===== src/rtl/core/ctrs_pkg.sv =====
// Shared types and constants for the color table ramp sequencer.
// No dependencies; compiled before the interfaces and the core.
`default_nettype none

package ctrs_pkg;

    localparam int TABLE_DEPTH = 64;
    localparam int PTR_W       = $clog2(TABLE_DEPTH);
    localparam int IDX_W       = 6;
    localparam int CFG_IDX_W   = 3;
    localparam int CFG_DATA_W  = 8;

    localparam logic [7:0] END_MARK = 8'd255;

    // configuration register indexes
    localparam logic [CFG_IDX_W-1:0] CFG_START_RED   = 3'd0;
    localparam logic [CFG_IDX_W-1:0] CFG_START_GREEN = 3'd1;
    localparam logic [CFG_IDX_W-1:0] CFG_START_BLUE  = 3'd2;
    localparam logic [CFG_IDX_W-1:0] CFG_BLANK_TICKS = 3'd3;
    localparam logic [CFG_IDX_W-1:0] CFG_STEP_TICKS  = 3'd4;

    localparam logic MODE_TICK  = 1'b0;
    localparam logic MODE_WRITE = 1'b1;

    typedef enum logic [2:0] {
        PH_IDLE  = 3'b001,
        PH_RAMP  = 3'b010,
        PH_BLANK = 3'b100
    } t_phase;

    typedef struct packed {
        logic [7:0] blue;
        logic [7:0] green;
        logic [7:0] red;
    } t_color;

    typedef struct packed {
        logic [7:0] step_size;
        logic [7:0] blue;
        logic [7:0] green;
        logic [7:0] red;
    } t_entry;

    typedef struct packed {
        logic             mode;
        logic [IDX_W-1:0] entry_index;
        logic [7:0]       target_red;
        logic [7:0]       target_green;
        logic [7:0]       target_blue;
        logic [7:0]       step_size;
    } t_in_item;

    typedef struct packed {
        logic [7:0] red;
        logic [7:0] green;
        logic [7:0] blue;
        logic       done_res;
    } t_out_item;

endpackage

`default_nettype wire


===== src/rtl/core/ctrs_in_if.sv =====
// Valid/ready channel carrying sequencer input beats (tick or table write).
// Depends on ctrs_pkg.
`default_nettype none

interface ctrs_in_if;
    logic                valid;
    logic                ready;
    ctrs_pkg::t_in_item  data;

    modport source (output valid, output data, input ready);
    modport sink   (input valid, input data, output ready);
endinterface

`default_nettype wire


===== src/rtl/core/ctrs_out_if.sv =====
// Valid/ready channel carrying sequencer result beats (shown color, done).
// Depends on ctrs_pkg.
`default_nettype none

interface ctrs_out_if;
    logic                valid;
    logic                ready;
    ctrs_pkg::t_out_item data;

    modport source (output valid, output data, input ready);
    modport sink   (input valid, input data, output ready);
endinterface

`default_nettype wire


===== src/rtl/core/color_table_ramp_sequencer_top.sv =====
// Color table ramp sequencer core: entry table memory, ramp state, output register.
// Depends on ctrs_pkg, ctrs_in_if and ctrs_out_if.
//
// Usage:
//   i_in carries one beat per item. mode 1 writes one table entry (target
//   color and step size) at entry_index; mode 0 is one timer tick that
//   advances the sequencer. Every accepted beat gives exactly one result
//   beat on o_out: the displayed color and done_res, which is 1 on the tick
//   that meets an entry whose red is 255.
//   A result is registered and valid the cycle after its input beat is accepted.
//   Throughput: one beat per cycle unless o_out stalls. The table is read ahead
//   at the next entry pointer, so a tick finds its entry already registered;
//   a table write to that same entry is forwarded into the read register.
//   The config port (i_cfg_wr_en, i_cfg_index, i_cfg_data) must be written only
//   while no beat is in flight; the block itself does not enforce this.
//   Reset clears the phase (idle), pointer, counters and both colors. The
//   table is not cleared: entries must be written before a tick reads them.
//   When o_out stalls, the result register holds and i_in.ready stays low
//   until the held beat is taken; a beat may enter in the cycle it drains.
`default_nettype none

module color_table_ramp_sequencer_top (
    input  wire                                   i_clk,
    input  wire                                   i_rst_n,
    input  wire                                   i_cfg_wr_en,
    input  wire  [ctrs_pkg::CFG_IDX_W-1:0]        i_cfg_index,
    input  wire  [ctrs_pkg::CFG_DATA_W-1:0]       i_cfg_data,
    ctrs_in_if.sink                               i_in,
    ctrs_out_if.source                            o_out
);

    localparam logic [ctrs_pkg::PTR_W-1:0] PTR_LAST =
        ctrs_pkg::PTR_W'(ctrs_pkg::TABLE_DEPTH - 1);
    localparam logic [ctrs_pkg::IDX_W:0] DEPTH_LIM =
        (ctrs_pkg::IDX_W + 1)'(ctrs_pkg::TABLE_DEPTH);

    // configuration
    logic [7:0] r_start_red, r_start_green, r_start_blue;
    logic [7:0] r_blank_ticks, r_step_ticks;

    // sequencer state
    ctrs_pkg::t_phase                r_phase, n_phase;
    logic [ctrs_pkg::PTR_W-1:0]      r_ptr, n_ptr;
    logic [7:0]                      r_blank_cnt, n_blank_cnt;
    logic [7:0]                      r_step_cnt, n_step_cnt;
    ctrs_pkg::t_color                r_held, n_held;
    ctrs_pkg::t_color                r_shown, n_shown;

    // table memory and its registered read port
    ctrs_pkg::t_entry                r_mem [ctrs_pkg::TABLE_DEPTH];
    ctrs_pkg::t_entry                r_rd_entry;
    ctrs_pkg::t_entry                wr_entry;
    logic [ctrs_pkg::PTR_W-1:0]      wr_addr, rd_addr;
    logic                            wr_en;

    // output register
    logic                            r_out_valid;
    ctrs_pkg::t_out_item             r_out_data;

    logic                            in_acc;
    logic                            done_c;
    logic                            is_tick;
    ctrs_pkg::t_color                ramped;

    function automatic logic [7:0] ramp_ch(input logic [7:0] cur, input logic [7:0] tgt,
                                           input logic [7:0] step);
        logic [8:0] sum;
        logic [7:0] dif;
        logic [7:0] res;
        sum = {1'b0, cur} + {1'b0, step};
        dif = (cur >= step) ? (cur - step) : 8'd0;
        res = cur;
        if (cur < tgt) begin
            res = (sum > {1'b0, tgt}) ? tgt : sum[7:0];
        end else if (cur > tgt) begin
            res = (dif < tgt) ? tgt : dif;
        end
        return res;
    endfunction

    assign i_in.ready = !r_out_valid || o_out.ready;
    assign in_acc     = i_in.valid && i_in.ready;
    assign is_tick    = in_acc && (i_in.data.mode == ctrs_pkg::MODE_TICK);

    assign o_out.valid = r_out_valid;
    assign o_out.data  = r_out_data;

    // table write port
    assign wr_en = in_acc && (i_in.data.mode == ctrs_pkg::MODE_WRITE)
                   && ({1'b0, i_in.data.entry_index} < DEPTH_LIM);
    assign wr_addr = i_in.data.entry_index[ctrs_pkg::PTR_W-1:0];
    assign wr_entry = '{step_size: i_in.data.step_size, blue: i_in.data.target_blue,
                        green: i_in.data.target_green, red: i_in.data.target_red};

    assign ramped.red   = ramp_ch(r_held.red,   r_rd_entry.red,   r_rd_entry.step_size);
    assign ramped.green = ramp_ch(r_held.green, r_rd_entry.green, r_rd_entry.step_size);
    assign ramped.blue  = ramp_ch(r_held.blue,  r_rd_entry.blue,  r_rd_entry.step_size);

    always_comb begin
        n_phase     = r_phase;
        n_ptr       = r_ptr;
        n_blank_cnt = r_blank_cnt;
        n_step_cnt  = r_step_cnt;
        n_held      = r_held;
        n_shown     = r_shown;
        done_c      = 1'b0;
        if (is_tick) begin
            case (r_phase)
                ctrs_pkg::PH_RAMP: begin
                    if (r_rd_entry.red == ctrs_pkg::END_MARK) begin
                        n_ptr       = '0;
                        n_blank_cnt = 8'd0;
                        n_step_cnt  = 8'd0;
                        n_phase     = ctrs_pkg::PH_IDLE;
                        done_c      = 1'b1;
                    end else if (r_step_cnt != 8'd0) begin
                        n_shown    = r_held;
                        n_step_cnt = r_step_cnt - 8'd1;
                        // waiting between steps runs the blanking action too
                        if (r_blank_cnt != 8'd0) begin
                            n_shown     = '0;
                            n_blank_cnt = r_blank_cnt - 8'd1;
                        end else begin
                            n_blank_cnt = r_blank_ticks;
                            n_phase     = ctrs_pkg::PH_RAMP;
                        end
                    end else begin
                        n_step_cnt = r_step_ticks;
                        n_held     = ramped;
                        n_shown    = ramped;
                        if (ramped.red == r_rd_entry.red && ramped.green == r_rd_entry.green
                            && ramped.blue == r_rd_entry.blue) begin
                            n_ptr = (r_ptr == PTR_LAST) ? '0 : r_ptr + 1'b1;
                        end
                        n_phase = ctrs_pkg::PH_BLANK;
                    end
                end
                ctrs_pkg::PH_BLANK: begin
                    if (r_blank_cnt != 8'd0) begin
                        n_shown     = '0;
                        n_blank_cnt = r_blank_cnt - 8'd1;
                    end else begin
                        n_blank_cnt = r_blank_ticks;
                        n_phase     = ctrs_pkg::PH_RAMP;
                    end
                end
                default: begin
                    n_phase     = ctrs_pkg::PH_RAMP;
                    n_ptr       = '0;
                    n_blank_cnt = r_blank_ticks;
                    n_step_cnt  = r_step_ticks;
                    n_held      = '{blue: r_start_blue, green: r_start_green, red: r_start_red};
                end
            endcase
        end
    end

    // prefetch the entry at the next pointer
    assign rd_addr = i_rst_n ? n_ptr : '0;

    always_ff @(posedge i_clk) begin
        if (wr_en) begin
            r_mem[wr_addr] <= wr_entry;
        end
        // forward a write to the entry being fetched
        if (wr_en && (wr_addr == rd_addr)) begin
            r_rd_entry <= wr_entry;
        end else begin
            r_rd_entry <= r_mem[rd_addr];
        end
    end

    always_ff @(posedge i_clk) begin
        if (!i_rst_n) begin
            r_start_red   <= 8'd0;
            r_start_green <= 8'd0;
            r_start_blue  <= 8'd0;
            r_blank_ticks <= 8'd0;
            r_step_ticks  <= 8'd0;
        end else if (i_cfg_wr_en) begin
            case (i_cfg_index)
                ctrs_pkg::CFG_START_RED:   r_start_red   <= i_cfg_data;
                ctrs_pkg::CFG_START_GREEN: r_start_green <= i_cfg_data;
                ctrs_pkg::CFG_START_BLUE:  r_start_blue  <= i_cfg_data;
                ctrs_pkg::CFG_BLANK_TICKS: r_blank_ticks <= i_cfg_data;
                ctrs_pkg::CFG_STEP_TICKS:  r_step_ticks  <= i_cfg_data;
                default: ;
            endcase
        end
    end

    always_ff @(posedge i_clk) begin
        if (!i_rst_n) begin
            r_phase     <= ctrs_pkg::PH_IDLE;
            r_ptr       <= '0;
            r_blank_cnt <= 8'd0;
            r_step_cnt  <= 8'd0;
            r_held      <= '0;
            r_shown     <= '0;
            r_out_valid <= 1'b0;
        end else begin
            r_phase     <= n_phase;
            r_ptr       <= n_ptr;
            r_blank_cnt <= n_blank_cnt;
            r_step_cnt  <= n_step_cnt;
            r_held      <= n_held;
            r_shown     <= n_shown;
            if (in_acc) begin
                r_out_valid <= 1'b1;
            end else if (o_out.ready) begin
                r_out_valid <= 1'b0;
            end
        end
    end

    always_ff @(posedge i_clk) begin
        if (in_acc) begin
            r_out_data <= '{red: n_shown.red, green: n_shown.green, blue: n_shown.blue,
                            done_res: done_c};
        end
    end

    a_done_goes_idle: assert property (@(posedge i_clk) disable iff (!i_rst_n)
        (is_tick && done_c) |=> (r_phase == ctrs_pkg::PH_IDLE && r_ptr == '0))
        else $error("end marker did not return the sequencer to idle");

    a_idle_cleared: assert property (@(posedge i_clk) disable iff (!i_rst_n)
        (r_phase == ctrs_pkg::PH_IDLE) |-> (r_ptr == '0 && r_blank_cnt == 8'd0
                                              && r_step_cnt == 8'd0))
        else $error("idle phase with pointer or counters not cleared");

    a_ptr_only_on_tick: assert property (@(posedge i_clk) disable iff (!i_rst_n)
        !is_tick |=> $stable(r_ptr))
        else $error("entry pointer moved without a tick");

    a_result_follows: assert property (@(posedge i_clk) disable iff (!i_rst_n)
        in_acc |=> (r_out_valid && r_out_data.done_res == $past(done_c)))
        else $error("accepted beat did not produce its result");

endmodule

`default_nettype wire

===== src/flat_wrapper.sv =====
// flat-port wrapper written by rule: the top's interface ports become plain ports
module color_table_ramp_sequencer_top_flat 
  (i_clk, i_rst_n, i_cfg_wr_en, i_cfg_index, i_cfg_data, i_in_valid, i_in_data, i_in_ready, o_out_valid, o_out_data, o_out_ready);
  ctrs_in_if i_in_i ();
  ctrs_out_if o_out_i ();
  input  wire i_clk;
  input  wire i_rst_n;
  input  wire i_cfg_wr_en;
  input  wire  [ctrs_pkg::CFG_IDX_W-1:0] i_cfg_index;
  input  wire  [ctrs_pkg::CFG_DATA_W-1:0] i_cfg_data;
  input wire logic [$bits(i_in_i.valid)-1:0] i_in_valid;
  input wire logic [$bits(i_in_i.data)-1:0] i_in_data;
  output wire logic [$bits(i_in_i.ready)-1:0] i_in_ready;
  output wire logic [$bits(o_out_i.valid)-1:0] o_out_valid;
  output wire logic [$bits(o_out_i.data)-1:0] o_out_data;
  input wire logic [$bits(o_out_i.ready)-1:0] o_out_ready;
  assign i_in_i.valid = i_in_valid;
  assign i_in_i.data = i_in_data;
  assign i_in_ready = i_in_i.ready;
  assign o_out_valid = o_out_i.valid;
  assign o_out_data = o_out_i.data;
  assign o_out_i.ready = o_out_ready;
  color_table_ramp_sequencer_top u_core (.i_clk(i_clk), .i_rst_n(i_rst_n), .i_cfg_wr_en(i_cfg_wr_en), .i_cfg_index(i_cfg_index), .i_cfg_data(i_cfg_data), .i_in(i_in_i), .o_out(o_out_i));
endmodule

===== config.mk =====
export PLATFORM = sky130hd
export DESIGN_NAME = color_table_ramp_sequencer_top_flat
export DESIGN_NICKNAME = d
export VERILOG_FILES = /design/src/rtl/core/ctrs_pkg.sv /design/src/rtl/core/ctrs_in_if.sv /design/src/rtl/core/ctrs_out_if.sv /design/src/rtl/core/color_table_ramp_sequencer_top.sv /design/src/flat_wrapper.sv
export SDC_FILE = /design/constraint.sdc
export NUM_CORES = 2
export LEC_CHECK = 0
export ABC_AREA = 1
export CORE_MARGIN = 2
export CORE_UTILIZATION = 40
export DETAILED_ROUTE_END_ITERATION = 8
export DONT_BUFFER_PORTS = 1
export SYNTH_ARGS = -nofsm -noshare
export SYNTH_HDL_FRONTEND = slang
export SYNTH_SLANG_ARGS = --single-unit
export TNS_END_PERCENT = 5

===== constraint.sdc =====
create_clock -name i_clk -period 6.9 [get_ports i_clk]
set_input_delay 0.345 -clock i_clk [delete_from_list [all_inputs] [get_ports i_clk]]
set_output_delay 0.345 -clock i_clk [all_outputs]
set_load 0.01 [all_outputs]

==> metrics.md <==
| Metric | Value |
|---|---|
| Setup Viol. Count Final | `0` |
| IO Pins | `82` |
| Critical path class | `flip-flop to flip-flop` |
| Internal reg-to-reg setup slack | `0.43 ns` |
| Hold crit path type | `input pin to flip-flop` |
| Synth area leaders | `edfxtp_1, o21ai_0, nor2_1` |
| GRT Residual Overflow | `0` |
| DR vias/cell | `5.76` |
| TritonCTS Buffers | `217` |
| CP dominant cell by count | `nand2_1` |
| Leakage | `36.4 nW` |
| DRT iter0 DRCs | `8462` |
| Initial core utilization | `0.402` |
| Gpl congestion | `0.895` |
| Sequential fraction of the synthesis area | `0.699` |
| Critical path startpoint category | `flip-flop` |
| Clock Sinks | `2187` |
| Max-cap viol count | `0` |
| Final Hold Fails | `0` |
| WL/cell | `25.5 um` |
| Antenna violations before repair | `5` |
| Yosys Warn Count | `0` |
| Syn_nets | `8022` |
| Power density cells | `288 nW/um2` |
| DRC | `0` |
| Routed via count | `64500` |
| DIE AREA | `235000 um2` |
| Pre-Repair DR Iteration Count | `6` |
| Post-synthesis register bit count | `2187` |
| Clock latency on the worst-skew pair | `0.89 ns` |
| Final instance area | `106000 um2` |
| HPWL Detailed | `157 mm` |
| Std-Cell Rows | `176` |
| Reg2reg start | `u_core.r_ptr[0]` |
| Clk root buf | `clkbuf_16` |
| Post-synth top area cell | `edfxtp_1` |
| Post-synth EDFFs | `2073` |
| Peak supply drop | `0.246 mV` |
| Die Y | `484 um` |
| Clock Skew | `0.0509 ns` |
| Worst slew pin tran | `1.05 ns` |
| Vias in the first global route | `61100` |
| First-pass GRT wire length | `411 mm` |
| Post-synth top area share | `0.674` |
| Syn-to-layout area delta | `14.9%` |
| Power, Total | `0.0305 W` |
| Largest net degree at the start of global routing | `174` |
| WP data arrival | `7.27 ns` |
| CTS H-tree depth | `4` |
| IO Port Bufs | `0` |
| R2r worst-path depth | `37` |
| Crit path time final | `6.47 ns` |
| Worst Hold Launch | `i_in_data[34]` |
| Final wirelength | `286 mm` |
| Die X | `484 um` |
| Outcome | `complete, no violations` |
| Clock Tree Buf Depth | `3` |
| Post-synth ARST share | `0` |
| CP required | `7.69 ns` |
| Main synth FF type | `edfxtp_1` |
| Core Region | `230000 um2` |
| Avg Cell Area, Syn | `11.8 um2` |
| Layout cells sized above 1 | `0.105` |
| Critical-path top delay cell | `o21ai_0` |
| Post-route antenna net violation count | `0` |
| Synth top cells by count | `edfxtp_1, nor2_1, o21ai_0, nand2_1, o22ai_1` |
| Worst hold stages | `3` |
| Gate Count Post-Synth | `7836` |
| Crit-path max cell delay | `0.74 ns` |
| Fin crit share | `0.938` |
| Tot GR Track Use | `0.234` |
| Fmax | `154 MHz` |
| Hold worst-path end | `u_core.r_mem[44][3]` |
| Worst rel slew slack | `0.302` |
| CTS tree | `done` |
| Slew Viols, Final | `0` |
| Top-count cell post-synth | `edfxtp_1` |
| R2r endpoint | `u_core.r_ptr[5]` |
| Nets@finish | `8183` |
| Yosys cell types | `52` |
| CP Max Fanout | `55` |
| Critical Path End Type | `flip-flop` |
| Clock transition at path regs | `0.06 ns` |
| Mapped Area | `92300 um2` |
| Placed cell area | `96800 um2` |
-- metal layers --
metal | part of all wire | wire length, um | GRT usage
met1 | 0.42 | 119000 | 0.327
met2 | 0.47 | 134000 | 0.377
met3 | 0.080 | 22800 | 0.0304
met4 | 0.034 | 9690 | 0.0812
met5 | 0.000094 | 27 | 0
-- worst max-delay path, delay by kind of cell, from the launching register on --
kind                     cells  cell delay [ns]
flip-flops                   1             0.52
AO/OA/AOI/OAI               11             2.23
adder cells (fa/ha/maj)      2             0.52
AND/OR/NAND/NOR             15             1.45
buffers and inverters        9             1.60
-- stage by stage --
stage / worst slack, ns / setup TNS, ns / utilization / hold slack [ns] / std cells
5_1_grt: -0.110 / -0.454 / 0.462 / 0.0496 / 11200
6_report: 0.425 / 0 / 0.462 / 0.0628 / 11200
3_3_place_gp: 0.178 / 0 / 0.421 / 0.430 / 10700
4_1_cts: 0.149 / 0 / 0.459 / 0.000532 / 11200
2_1_floorplan: 0.0820 / 0 / - / 0.425 / 7836
3_5_place_dp: 0.183 / 0 / 0.421 / 0.431 / 10700
-- registers in the layout (all words and copies together) (netlist names) --
signal                count
u_core.r_mem           2048
u_core.o_out.data        25
u_core.r_held            24
u_core.r_shown           24
u_core.r_blank_cnt        8
u_core.r_blank_ticks      8
u_core.r_start_blue       8
u_core.r_start_green      8
u_core.r_start_red        8
u_core.r_step_cnt         8
u_core.r_step_ticks       8
u_core.r_ptr              6
u_core.r_phase            3
u_core.o_out.valid        1
-- cell usage in the layout (no fill, tap or decap), drive strengths merged, types with 59 or more instances in the layout --
cell type | Yosys | layout
a21oi | 198 | 198
inv | 233 | 241
ha | 125 | 125
nand2 | 821 | 821
clkbuf | 257 | 269
dfxtp | 114 | 114
nand3 | 397 | 397
edfxtp | 2073 | 2073
o22ai | 534 | 534
nor2 | 1323 | 1323
buf | 250 | 377
clkinv | 2 | 99
o21ai | 1294 | 1294
dlygate4sd3 | 0 | 59
-- power by group --
group	switching (W)	internal, W
Combinational	0.00267	0.00134
Clock	0.00518	0.00670
Sequential	0.0000410	0.0146
-- how the worst max path moves through the flow --
stage                                from               to  slack, ns  cells after the start
after floorplan           u_core.r_ptr[0]  u_core.r_ptr[0]       0.08                     48
after global placement    u_core.r_ptr[1]  u_core.r_ptr[5]       0.18                     38
after detailed placement  u_core.r_ptr[0]  u_core.r_ptr[1]       0.18                     44
after CTS                 u_core.r_ptr[0]  u_core.r_ptr[3]       0.15                     45
after global routing      u_core.r_ptr[0]  u_core.r_ptr[5]      -0.11                     43
final                     u_core.r_ptr[0]  u_core.r_ptr[5]       0.43                     37
-- kinds of logic after synthesis --
logic type | synth area share
compound gates | 0.128
xor+xnor | 0.00275
fa+ha+maj | 0.0182
buf+inv | 0.0384
flops | 0.699
simple gates | 0.114
-- timing repair --
item                                    4_1_cts  5_1_grt
setup buffers                                 0       15
gates resized for setup                       0       37
endpoints found under the hold margin      2169        0
hold buffers                                 92        0
endpoints found under the setup margin        0       51
-- cell type report --
cell class / instances / area (um2)
clock buffer: 259 / 5600
fill: 20400 / 124000
sequential: 2187 / 64600
multi-input combinational: 4907 / 24700
clock inverter: 137 / 1560
tap: 3026 / 3790
inverter: 235 / 952
timing repair inverter: 3 / 33.8
antenna: 2 / 5.00
timing repair buffer: 446 / 4800
No activity file was read; power rests on OpenSTA's default activity.
